### src/rtl/core/tdfe_pkg.sv
package tdfe_pkg;

  localparam int MAX_ROUNDS  = 16;
  localparam int BLOCK_W     = 12;
  localparam int HALF_W      = BLOCK_W / 2;
  localparam int EXP_W       = 8;
  localparam int SBOX_OUT_W  = 3;
  localparam int NIB_W       = EXP_W / 2;
  localparam int TDATA_W     = ((BLOCK_W + 7) / 8) * 8;
  localparam int KEY_W       = 8;
  localparam int COUNT_W     = 5;
  localparam int CFG_DATA_W  = (KEY_W > COUNT_W) ? KEY_W : COUNT_W;
  localparam int CFG_INDEX_W = 1;
  localparam int ROUND_IDX_W = $clog2(MAX_ROUNDS + 1);
  localparam int CMP_W       = (ROUND_IDX_W > COUNT_W) ? ROUND_IDX_W : COUNT_W;

  localparam logic [KEY_W-1:0]   KEY_RESET   = KEY_W'(8'hAA);
  localparam logic [COUNT_W-1:0] COUNT_RESET = COUNT_W'(8);

  localparam logic [CFG_INDEX_W-1:0] REG_ROUND_KEY   = CFG_INDEX_W'(0);
  localparam logic [CFG_INDEX_W-1:0] REG_ROUND_COUNT = CFG_INDEX_W'(1);

  typedef logic [BLOCK_W-1:0] block_t;
  typedef logic [HALF_W-1:0]  half_t;

  // Per-cell round control: whether this cell applies its round, and the key
  typedef struct packed {
    logic             round_on;
    logic [KEY_W-1:0] key;
  } round_ctl_t;

  localparam logic [2:0] EXPAND_SEL [EXP_W] = '{
    3'd0, 3'd1, 3'd3, 3'd2, 3'd3, 3'd2, 3'd4, 3'd5
  };

  localparam logic [SBOX_OUT_W-1:0] SBOX_HI [16] = '{
    3'd5, 3'd2, 3'd1, 3'd6, 3'd3, 3'd4, 3'd7, 3'd0,
    3'd1, 3'd4, 3'd6, 3'd2, 3'd0, 3'd7, 3'd5, 3'd3
  };

  localparam logic [SBOX_OUT_W-1:0] SBOX_LO [16] = '{
    3'd4, 3'd0, 3'd6, 3'd5, 3'd7, 3'd1, 3'd3, 3'd2,
    3'd5, 3'd3, 3'd0, 3'd7, 3'd6, 3'd2, 3'd1, 3'd4
  };

  // Expand the right half by bit selection (first entry lands in the MSB),
  // mix in the key, then substitute each nibble.
  function automatic half_t feistel_f(input half_t r, input logic [KEY_W-1:0] key);
    logic [EXP_W-1:0] e;
    logic [EXP_W-1:0] x;
    begin
      for (int j = 0; j < EXP_W; j++) begin
        e[EXP_W-1-j] = r[HALF_W-1-int'(EXPAND_SEL[j])];
      end
      x = e ^ key;
      feistel_f = {SBOX_HI[x[EXP_W-1:NIB_W]], SBOX_LO[x[NIB_W-1:0]]};
    end
  endfunction

endpackage

### src/rtl/core/tdfe_cell.sv
module tdfe_cell (
  input  logic                   clk,
  input  logic                   rst,
  input  tdfe_pkg::round_ctl_t   ctl,
  input  logic                   in_valid,
  output logic                   in_ready,
  input  tdfe_pkg::block_t       in_block,
  output logic                   out_valid,
  input  logic                   out_ready,
  output tdfe_pkg::block_t       out_block
);

  logic             valid;
  tdfe_pkg::block_t block;
  tdfe_pkg::block_t block_next;
  tdfe_pkg::half_t  left_in;
  tdfe_pkg::half_t  right_in;

  assign left_in  = in_block[tdfe_pkg::BLOCK_W-1:tdfe_pkg::HALF_W];
  assign right_in = in_block[tdfe_pkg::HALF_W-1:0];

  // If round_on, swap halves and fold feistel_f into the new right half
  always_comb begin
    if (ctl.round_on) begin
      block_next = {right_in, left_in ^ tdfe_pkg::feistel_f(right_in, ctl.key)};
    end else begin
      block_next = in_block;
    end
  end

  // Take a new transaction whenever the slot is empty or is being emptied
  assign in_ready = !valid || out_ready;

  always_ff @(posedge clk) begin
    if (rst) begin
      valid <= 1'b0;
    end else if (in_ready) begin
      valid <= in_valid;
    end
  end

  always_ff @(posedge clk) begin
    if (in_ready && in_valid) begin
      block <= block_next;
    end
  end

  assign out_valid = valid;
  assign out_block = block;

  a_hold_valid: assert property (@(posedge clk) disable iff (rst)
    valid && !out_ready |=> valid)
    else $error("cell dropped a stalled transaction");

  a_hold_block: assert property (@(posedge clk) disable iff (rst)
    valid && !out_ready |=> $stable(block))
    else $error("cell payload changed while stalled");

  a_bypass: assert property (@(posedge clk) disable iff (rst)
    in_valid && in_ready && !ctl.round_on |=> block == $past(in_block))
    else $error("inactive cell altered the block");

  a_round: assert property (@(posedge clk) disable iff (rst)
    in_valid && in_ready && ctl.round_on
      |=> block[tdfe_pkg::BLOCK_W-1:tdfe_pkg::HALF_W] == $past(right_in))
    else $error("active cell did not swap halves");

endmodule

### src/rtl/core/toy_des_feistel_encrypt_unit.sv
// Toy DES-style Feistel encryptor for 12-bit blocks. One block is taken per
// cycle while the first cell has room, and each block passes through a row
// of 16 round cells, one register each. A cell whose round number is at or
// above round_count only carries the block along. round_count above 16 acts
// as 16, and zero returns the plaintext. Every cell has its own slot, so gaps
// in the row close up under output back-pressure and input is still taken
// while a result waits. Write round_key and round_count only while no block
// is in flight.
module toy_des_feistel_encrypt_unit (
  input  logic                               clk,
  input  logic                               rst,
  input  logic                               cfg_we,
  input  logic [tdfe_pkg::CFG_INDEX_W-1:0]   cfg_index,
  input  logic [tdfe_pkg::CFG_DATA_W-1:0]    cfg_data,
  input  logic                               s_tvalid,
  output logic                               s_tready,
  input  logic [tdfe_pkg::TDATA_W-1:0]       s_tdata,  // [11:0] plain_block
  output logic                               m_tvalid,
  input  logic                               m_tready,
  output logic [tdfe_pkg::TDATA_W-1:0]       m_tdata   // [11:0] cipher_block
);

  logic [tdfe_pkg::KEY_W-1:0]   round_key;
  logic [tdfe_pkg::COUNT_W-1:0] round_count;
  logic [tdfe_pkg::CMP_W-1:0]   rounds_eff;

  logic             chain_valid [tdfe_pkg::MAX_ROUNDS+1];
  logic             chain_ready [tdfe_pkg::MAX_ROUNDS+1];
  tdfe_pkg::block_t chain_block [tdfe_pkg::MAX_ROUNDS+1];

  always_ff @(posedge clk) begin
    if (rst) begin
      round_key   <= tdfe_pkg::KEY_RESET;
      round_count <= tdfe_pkg::COUNT_RESET;
    end else if (cfg_we) begin
      case (cfg_index)
        tdfe_pkg::REG_ROUND_KEY:   round_key   <= cfg_data[tdfe_pkg::KEY_W-1:0];
        tdfe_pkg::REG_ROUND_COUNT: round_count <= cfg_data[tdfe_pkg::COUNT_W-1:0];
        default: ;
      endcase
    end
  end

  // Saturate the count at the length of the row
  always_comb begin
    if (tdfe_pkg::CMP_W'(round_count) > tdfe_pkg::CMP_W'(tdfe_pkg::MAX_ROUNDS)) begin
      rounds_eff = tdfe_pkg::CMP_W'(tdfe_pkg::MAX_ROUNDS);
    end else begin
      rounds_eff = tdfe_pkg::CMP_W'(round_count);
    end
  end

  assign chain_valid[0] = s_tvalid;
  assign chain_block[0] = s_tdata[tdfe_pkg::BLOCK_W-1:0];
  assign s_tready       = chain_ready[0];

  for (genvar k = 0; k < tdfe_pkg::MAX_ROUNDS; k++) begin : g_cell
    tdfe_pkg::round_ctl_t ctl;

    assign ctl.round_on = tdfe_pkg::CMP_W'(k) < rounds_eff;
    assign ctl.key      = round_key;

    tdfe_cell u_cell (
      .clk       (clk),
      .rst       (rst),
      .ctl       (ctl),
      .in_valid  (chain_valid[k]),
      .in_ready  (chain_ready[k]),
      .in_block  (chain_block[k]),
      .out_valid (chain_valid[k+1]),
      .out_ready (chain_ready[k+1]),
      .out_block (chain_block[k+1])
    );
  end

  assign chain_ready[tdfe_pkg::MAX_ROUNDS] = m_tready;
  assign m_tvalid = chain_valid[tdfe_pkg::MAX_ROUNDS];
  assign m_tdata  = tdfe_pkg::TDATA_W'(chain_block[tdfe_pkg::MAX_ROUNDS]);

endmodule
### config.mk
export PLATFORM = sky130hd
export DESIGN_NAME = toy_des_feistel_encrypt_unit
export DESIGN_NICKNAME = d
export VERILOG_FILES = /design/src/rtl/core/tdfe_pkg.sv /design/src/rtl/core/tdfe_cell.sv /design/src/rtl/core/toy_des_feistel_encrypt_unit.sv
export SDC_FILE = /design/constraint.sdc
export NUM_CORES = 1
export LEC_CHECK = 0
export BUFFER_PORTS_ARGS = -buffer_cell sky130_fd_sc_hd__clkbuf_2
export CORE_MARGIN = 8
export CORE_UTILIZATION = 55
export DETAILED_ROUTE_END_ITERATION = 10
export PLACE_DENSITY = 0.7
export SLEW_MARGIN = 30
export SYNTH_ARGS = -nofsm -noshare
export SYNTH_HDL_FRONTEND = slang
export SYNTH_SLANG_ARGS = --single-unit
### constraint.sdc
create_clock -name clk -period 4.4 [get_ports clk]
set_input_delay 0.22 -clock clk [delete_from_list [all_inputs] [get_ports clk]]
set_output_delay 0.22 -clock clk [all_outputs]
set_load 0.005 [all_outputs]
==> flow_summary.json, run 1 <==
{
  "status": "completed",
  "drtIter0Drc": 789,
  "clockBufferDepth": 3,
  "rows": 64,
  "synth_area_leaders": "edfxtp_1, ha_1, xnor2_1",
  "p_leak_nw": 7.228,
  "synth-edff-count": 192,
  "cap_violations": 0,
  "min_path_type": "in2reg",
  "boundaryPins": 48,
  "grt_pass1_wl_um": 57460,
  "clockPowerShare": 0.377,
  "intPower_w": 0.004295,
  "worstMarginPinSlew_ns": 0.9902,
  "cp.required_ns": 4.69,
  "drc_errors": 0,
  "antenna_left": 0,
  "grt_setup_unrepaired": "false",
  "clock-sinks": 221,
  "end_kind": "flip-flop",
  "ys_top_cells_by_count": "nand2_1, edfxtp_1, xnor2_1",
  "ys_warn_count": 0,
  "syn_avg_cell_area_um2": 9.708,
  "netSwitchingPower_w": 0.001618,
  "finalClockSkew_ns": 0.03532,
  "via_count": 12111,
  "multi_input_area_um2": 9684,
  "ys.flop_type": "edfxtp_1",
  "die_area_um2": 36690,
  "grtUsageTotal": 0.1917,
  "die_x_um": 191.6,
  "p_sw_frac": 0.2737,
  "drt-total-wl_um": 35570,
  "globalplace.congestion": 0.8383,
  "wire_per_inst_um": 16.54,
  "grt_max_degree": 30,
  "dp_hpwl_um": 25510,
  "postCtsSetupRepairBufs": 0,
  "hold_slack_ns": 0.02468,
  "cp-start-kind": "flip-flop",
  "antenna_found_initial": 1,
  "syn_to_final_growth_pct": 8.105,
  "root_buffer": "clkbuf_16",
  "cts-resized-gates": 0,
  "synth_top_area_frac": 0.3401,
  "max_freq_ghz": 0.3357,
  "cts_buffers": 26,
  "clk_pin_slew_ns": 0.06,
  "combPwrFrac": 0.205,
  "hold_viol": 0,
  "seq_area_um2": 6354,
  "post-route-period-util": 0.6770,
  "fin_crit_ns": 2.979,
  "ys_seq_elements": 221,
  "cts_tree": "yes",
  "critPathArrivalTime_ns": 3.27,
  "htreeDepth": 1,
  "die_h_um": 191.6,
  "synth-async-reset-ratio": 0,
  "drt-vias-per-instance": 5.633,
  "pwr_density_cell_nw_per_um2": 322.7,
  "synth_area_um2": 16950,
  "p_seq_frac": 0.418,
  "crit_type": "reg2reg",
  "grt_pass1_vias": 11588,
  "yosysUniqueCellTypes": 73,
  "fin_util": 0.6006,
  "netlist_instances": 1746,
  "core_area_um2": 30510,
  "fillerInstances": 2477,
  "fin_ws_ns": 1.421,
  "synth_area_leader_cell": "edfxtp_1",
  "dp_slack_ns": 1.374,
  "port_buffers": 39,
  "ir_drop_mv": 0.3010,
  "insertion_delay_ns": 0.55,
  "seq_area_frac_synth": 0.3744,
  "slew_headroom": 0.3390,
  "synth.most_common_cell": "nand2_1",
  "maxSlewViolCount": 0,
  "n_antenna_cell": 0,
  "nNetsFinal": 1876,
  "drtPass1Iterations": 7,
  "start_util": 0.5556,
  "drive_above_1_share": 0.1288,
  "setup_tns_ns": 0,
  "crit_fanout": 12,
  "setup_violations": 0,
  "grt-ovfl-total": 0
}
-- path summary, 6_finish.rpt --
path                          startpoint                        endpoint  slack [ns]  cells past startpoint
max                         round_key[0]  g_cell[13].u_cell.out_block[1]        1.42                      7
min                             s_tvalid      g_cell[0].u_cell.out_valid        0.02                      3
max reg2reg                 round_key[0]  g_cell[13].u_cell.out_block[1]        1.42                      7
min reg2reg  g_cell[11].u_cell.out_valid     g_cell[12].u_cell.out_valid        0.49                      2
-- power by group through the flow --
stage / Clock (W) / Sequential [W] / Combinational [W]
2_1_floorplan: 0 / 0.00244 / 0.00104
3_3_place_gp: 0 / 0.00251 / 0.00114
3_5_place_dp: 0 / 0.00251 / 0.00119
4_1_cts: 0.00226 / 0.00247 / 0.00121
5_1_grt: 0.00234 / 0.00248 / 0.00136
6_report: 0.00223 / 0.00247 / 0.00121
-- per-stage QoR --
stage / instance area, um2 / power [W] / cells
CTS: 18310 / 0.005940 / 2150
finish: 18320 / 0.005913 / 2150
global placement: 17230 / 0.003653 / 2089
floorplan: 16960 / 0.003482 / 1749
global route: 18320 / 0.006175 / 2150
detailed placement: 17260 / 0.003707 / 2089
-- metal layers --
metal | GRT usage | vias up | part of all wire
li1 | - | 5967 | -
met1 | 0.2568 | 5754 | 0.45
met2 | 0.3213 | 323 | 0.47
met3 | 0.02827 | 65 | 0.059
met4 | 0.04973 | 2 | 0.022
met5 | 0 | - | 0.00037
-- critical path: stages, from the launching register on --
cell and delay [ns]:
dfxtp_1 0.62, buf_4 0.44, xor2_1 0.45, inv_1 0.13
ha_1 0.23, mux4_2 0.46, xor2_1 0.15, mux2_2 0.26
-- repair_timing --
item / 4_1_cts / 5_1_grt
hold buffers: 13 / 0
hold endpoints to repair: 15 / 0
endpoints found under the setup margin: 0 / 0
-- state kept, by name (all words and copies together), names as in the netlist --
name                     count
g_cell.u_cell.out_block    192
g_cell.u_cell.out_valid     16
round_key                    8
round_count                  5
-- cell type report --
| cell class | count | area share |
|---|---|---|
| inverter | 96 | 0.01967 |
| timing repair buffer | 77 | 0.02800 |
| tap | 396 | 0.02704 |
| clock inverter | 3 | 0.001639 |
| clock buffer | 45 | 0.04841 |
| sequential | 221 | 0.3467 |
| multi-input combinational | 1312 | 0.5285 |
-- cell usage in the layout, fill, tap and decap left out, types with 5 or more instances in the layout --
cell	synthesis	layout
nand2_1	287	287
dfxtp_2	0	6
clkbuf_1	54	7
a21o_1	5	5
a211oi_1	10	10
nor3_1	38	38
a221o_1	6	6
clkbuf_8	0	8
mux2i_1	29	29
edfxtp_1	192	192
xor2_1	120	120
nand3_1	33	33
a21oi_1	110	109
mux4_2	32	32
inv_2	8	8
o21ai_0	54	54
dfxtp_1	29	23
a221oi_1	15	15
xor2_4	8	8
xnor2_1	148	148
mux2_2	33	33
nor2b_2	0	7
or3_1	12	12
a2bb2oi_1	6	6
clkbuf_16	0	30
o22ai_1	8	8
nor2b_1	14	7
and3_1	12	12
buf_4	22	25
o311ai_1	5	5
clkbuf_2	0	39
ha_1	112	112
xor2_2	6	6
o211ai_1	14	14
inv_1	87	87
dlygate4sd3_1	0	13
nor2_1	106	104
and2_1	13	13
-- cells by family after synthesis --
group | synth area share
DFF | 0.3744
buffers and inverters | 0.05758
other | 0.0002212
AOI/OAI and AO/OA | 0.1025
muxes | 0.08157
and+or+nand+nor | 0.1393
adders and majority gates | 0.08267
xor gates and xnor gates | 0.1618
No activity file was read; power rests on OpenSTA's default activity.
==> run 2: changes to the inputs <==
clock period = 3 ns   (was 4.4 ns; I/O delays follow)
==> flow_summary.json, run 2 (synthesis gave the netlist of run 1 again) <==
{
  "path_cells": "and4b_1, and2_0, nand2_1, nor3_1, nand2_1, clkbuf_2",
  "nNetsFinal": 1916,
  "slew_headroom": 0.4239,
  "mostFrequentLayoutCell": "nand2_1",
  "antenna_found_initial": 0,
  "hold_viol": 0,
  "crit_fanout": 7,
  "setup_violations": 0,
  "start_util": 0.5556,
  "grt-ovfl-total": 0,
  "core_area_um2": 30510,
  "end_kind": "output pin",
  "crit_family": "simple AND/OR/NAND/NOR gates",
  "dp_hpwl_um": 25820,
  "boundaryPins": 48,
  "total_power_w": 0.008584,
  "grt_max_degree": 30,
  "finalClockSkew_ns": 0.01713,
  "setup_tns_ns": 0,
  "fin_util": 0.6103,
  "largest_reg_flops": 192,
  "drt-total-wl_um": 35590,
  "rows": 64,
  "r2r_setup_slack_ns": 0.38,
  "min_path_type": "in2reg",
  "port_buffers": 39,
  "cp.required_ns": 2.85,
  "syn_to_final_growth_pct": 9.847,
  "cp-start-kind": "flip-flop",
  "hold_end": "g_cell[0].u_cell.out_block[0]",
  "cap_violations": 0,
  "grtUsageTotal": 0.1939,
  "grt_setup_unrepaired": "false",
  "wire_per_inst_um": 16.25,
  "clock-sinks": 221,
  "critPathBufInv": 1,
  "fin_cells": 2190,
  "r2r_end": "g_cell[11].u_cell.out_block[1]",
  "r2r-start": "round_key[1]",
  "die_area_um2": 36690,
  "cp_slowest_stage_delay_ns": 0.39,
  "critical_path_cell_count": 6,
  "critPathArrivalTime_ns": 2.49,
  "die_x_um": 191.6,
  "pwr_density_cell_nw_per_um2": 461.0,
  "drive_above_1_share": 0.1332,
  "grt_pass1_wl_um": 58570,
  "max_freq_ghz": 0.3787,
  "drc_errors": 0,
  "hold_slack_ns": 0.04140,
  "ir_drop_mv": 0.4352,
  "clockBufferDepth": 3,
  "dp_cells": 2116,
  "cts_buffers": 26,
  "grt_pass1_vias": 11915,
  "crit_slowest_cell": "nor3_1",
  "worstMarginPinSlew_ns": 0.8641,
  "post-route-period-util": 0.8801,
  "p_leak_nw": 7.409,
  "via_count": 12249,
  "drtPass1Iterations": 6,
  "clk_pin_slew_ns": 0.06,
  "maxSlewViolCount": 0,
  "htreeDepth": 1,
  "hold_depth": 3,
  "fillerInstances": 2493,
  "postCtsSetupRepairBufs": 0,
  "globalplace.congestion": 0.8455,
  "cts_tree": "yes",
  "insertion_delay_ns": 0.53,
  "crit_type": "reg2out",
  "die_h_um": 191.6,
  "antenna_left": 0,
  "n_antenna_cell": 0,
  "status": "completed",
  "min_from": "s_tdata[0]",
  "root_buffer": "clkbuf_16",
  "mostFrequentLayoutCells": "nand2_1, edfxtp_1, xnor2_1",
  "fin_crit_ns": 2.640,
  "drt-vias-per-instance": 5.593,
  "crit_top_cell": "nand2_1",
  "reg2reg_depth": 7,
  "drtIter0Drc": 651
}
==> run 2: cell types whose count changed in the layout (fill, tap and decap cells not counted), sizes merged <==
cell         delta
dlygate4sd3    +13
clkbuf          -4
inv             +1
clkinv          +3
buf            +27
==> run 2: worst reg2reg max path: stages, from the launching register on <==
cell,delay (ns)
dfxtp_2,0.34
buf_12,0.30
xor2_1,0.54
inv_1,0.13
ha_1,0.24
mux4_2,0.47
xnor2_1,0.14
mux2_2,0.25
==> run 2: metal layers <==
layer,GRT usage,part of all wire
met4,0.04470,0.017
met5,0,0
met2,0.3367,0.49
met1,0.2490,0.43
met3,0.03338,0.067
==> run 2: layout make-up <==
class                      count  area (um2)  share of cell area
timing repair buffer         117       908.4             0.04879
multi-input combinational   1312        9649              0.5182
sequential                   221        6352              0.3412
clock buffer                  41       820.8             0.04408
tap                          396       495.5             0.02661
inverter                      96       360.3             0.01935
clock inverter                 7       32.53            0.001747
==> run 2: power breakdown <==
group / switching, W / leakage [nW] / total (W) / internal [W]
Clock: 0.00125 / 0.422 / 0.00312 / 0.00187
Combinational: 0.00100 / 5.01 / 0.00187 / 0.000865
Sequential: 0.000120 / 1.98 / 0.00360 / 0.00348
==> run 2: worst max-delay path by stage <==
stage | to | slack (ns) | startpoint
after floorplan | g_cell[5].u_cell.out_block[0] | 0.56 | g_cell[14].u_cell.out_valid
after global placement | g_cell[11].u_cell.out_block[1] | 0.50 | round_key[1]
after detailed placement | g_cell[11].u_cell.out_block[1] | 0.41 | round_key[1]
after CTS | s_tready | 0.37 | g_cell[14].u_cell.out_valid
after global routing | s_tready | 0.22 | g_cell[14].u_cell.out_valid
final | s_tready | 0.36 | g_cell[14].u_cell.out_valid
==> run 2: stage by stage <==
| step | setup WS (ns) | instance area (um2) |
|---|---|---|
| floorplan | 0.5585 | 16960 |
| global placement | 0.5002 | 17500 |
| detailed placement | 0.4072 | 17500 |
| CTS | 0.3748 | 18610 |
| global route | 0.2181 | 18620 |
| finish | 0.3597 | 18620 |
==> run 2: timing repair <==
item	4_1_cts	5_1_grt
hold buffers	26	0
resized for setup	0	0
hold endpoints to repair	23	0
==> run 3: changes to the inputs <==
CORE_UTILIZATION = 54   (was 55)
PLACE_DENSITY = 0.69   (was 0.7)
==> flow_summary.json, run 3 (synthesis gave the netlist of run 1 again) <==
{
  "status": "completed",
  "antenna_left": 0,
  "fin_crit_ns": 2.692,
  "max_freq_ghz": 0.3715,
  "port_buffers": 39,
  "drtIter0Drc": 798,
  "largest_reg_flops": 192,
  "grt-ovfl-total": 0,
  "boundaryPins": 48,
  "dp_slack_ns": 0.3144,
  "die_area_um2": 37310,
  "clock-sinks": 221,
  "slew_headroom": 0.3543,
  "syn_to_final_growth_pct": 10.14,
  "crit_type": "reg2reg",
  "dp_cells": 2126,
  "rows": 65,
  "grt_setup_unrepaired": "false",
  "maxSlewViolCount": 0,
  "fin_cells": 2192,
  "insertion_delay_ns": 0.53,
  "crit_start": "round_key[1]",
  "r2r_end": "g_cell[13].u_cell.out_block[0]",
  "end_kind": "flip-flop",
  "worstMarginPinSlew_ns": 0.9672,
  "p_leak_nw": 7.432,
  "pwr_density_cell_nw_per_um2": 474.2,
  "post-route-period-util": 0.8972,
  "cp-start-kind": "flip-flop",
  "n_antenna_cell": 0,
  "drive_above_1_share": 0.1385,
  "cp-endpoint": "g_cell[13].u_cell.out_block[0]",
  "dp_hpwl_um": 28050,
  "core_area_um2": 31230,
  "drt-vias-per-instance": 5.622,
  "setup_violations": 0,
  "globalplace.congestion": 0.8320,
  "postCtsSetupRepairBufs": 0,
  "fin_ws_ns": 0.3084,
  "htreeDepth": 1,
  "cts_tree": "yes",
  "clk_pin_slew_ns": 0.06,
  "min_path_type": "in2reg",
  "die_x_um": 193.2,
  "cts-resized-gates": 0,
  "via_count": 12323,
  "setup_tns_ns": 0,
  "cp.required_ns": 3.24,
  "grt_max_degree": 30,
  "drt-total-wl_um": 38510,
  "hold_viol": 0,
  "grt_pass1_vias": 12017,
  "critPathArrivalTime_ns": 2.93,
  "clockBufferDepth": 3,
  "grtUsageTotal": 0.2087,
  "drtPass1Iterations": 5,
  "start_util": 0.5427,
  "r2r_setup_slack_ns": 0.31,
  "crit_fanout": 8,
  "wire_per_inst_um": 17.57,
  "finalClockSkew_ns": 0.009216,
  "mostFrequentLayoutCell": "nand2_1",
  "cts_buffers": 25,
  "fillerInstances": 2590,
  "antenna_found_initial": 0,
  "root_buffer": "clkbuf_16",
  "cap_violations": 0,
  "drc_errors": 0,
  "hold_slack_ns": 0.02225,
  "ir_drop_mv": 0.4046,
  "reg2reg_depth": 7,
  "multi_input_area_um2": 9653,
  "nNetsFinal": 1914,
  "mostFrequentLayoutCells": "nand2_1, edfxtp_1, xnor2_1",
  "seq_area_um2": 6352,
  "grt_pass1_wl_um": 62000,
  "r2r-start": "round_key[1]",
  "die_h_um": 193.2,
  "cts_hold_buf": 21
}
[run 3: changes by cell type in the layout (fill, tap and decap cells not counted), moves of 2 or more]
cell,previous run,this run
clkinv_1,4,1
dlygate4sd3_1,26,21
a21boi_1,3,1
a21boi_0,3,5
buf_4,47,51
clkbuf_1,7,3
clkbuf_16,29,25
bufinv_16,0,5
clkbuf_8,5,7
[run 3: area by class of cell]
type,instances,share of cell area
Sequential cell,221,0.3403
Timing Repair Buffer,116,0.04759
Multi-Input combinational cell,1312,0.5171
Inverter,96,0.01930
Clock buffer,35,0.03928
Clock inverter,10,0.009517
Tap cell,402,0.02694
[run 3: power by group]
part	switching (W)	internal [W]
Combinational	0.00101	0.000860
Clock	0.00125	0.00212
Sequential	0.000140	0.00348
Total	0.00239	0.00646
[run 3: worst min-delay path by stage]
stage          depth (start not counted)        start  slack (ns)                             end
3_3_place_gp                           2  cfg_data[7]        0.35                    round_key[7]
4_1_cts                                3   s_tdata[5]        0.01  g_cell[0].u_cell.out_block[11]
5_1_grt                                2   s_tdata[5]        0.02   g_cell[0].u_cell.out_block[5]
6_report                               3   s_tdata[5]        0.02  g_cell[0].u_cell.out_block[11]
3_5_place_dp                           2  cfg_data[7]        0.36                    round_key[7]
2_1_floorplan                          1  cfg_data[7]        0.27                    round_key[7]
[run 3: critical path, cell delays in order (launching register included)]
cell and delay (ns):
dfxtp_2 0.67, buf_4 0.25, xor2_1 0.43, ha_1 0.25, inv_1 0.05, mux4_2 0.46
xnor2_1 0.17, o21ai_0 0.12
[run 3: metrics by stage]
step,power (W),utilization,area [um2]
2_1_floorplan,0.005107,-,16960
3_3_place_gp,0.005436,0.5614,17530
3_5_place_dp,0.005510,0.5615,17540
4_1_cts,0.008911,0.5974,18660
5_1_grt,0.009252,0.5978,18670
6_report,0.008853,0.5978,18670
[run 3: routing by layer]
metal	track usage	up-vias	routed length, um
met1	0.2675	5912	16770
met4	0.05000	0	746
met2	0.3701	309	19020
met3	0.02698	58	1968
met5	0	-	0
li1	-	6044	-
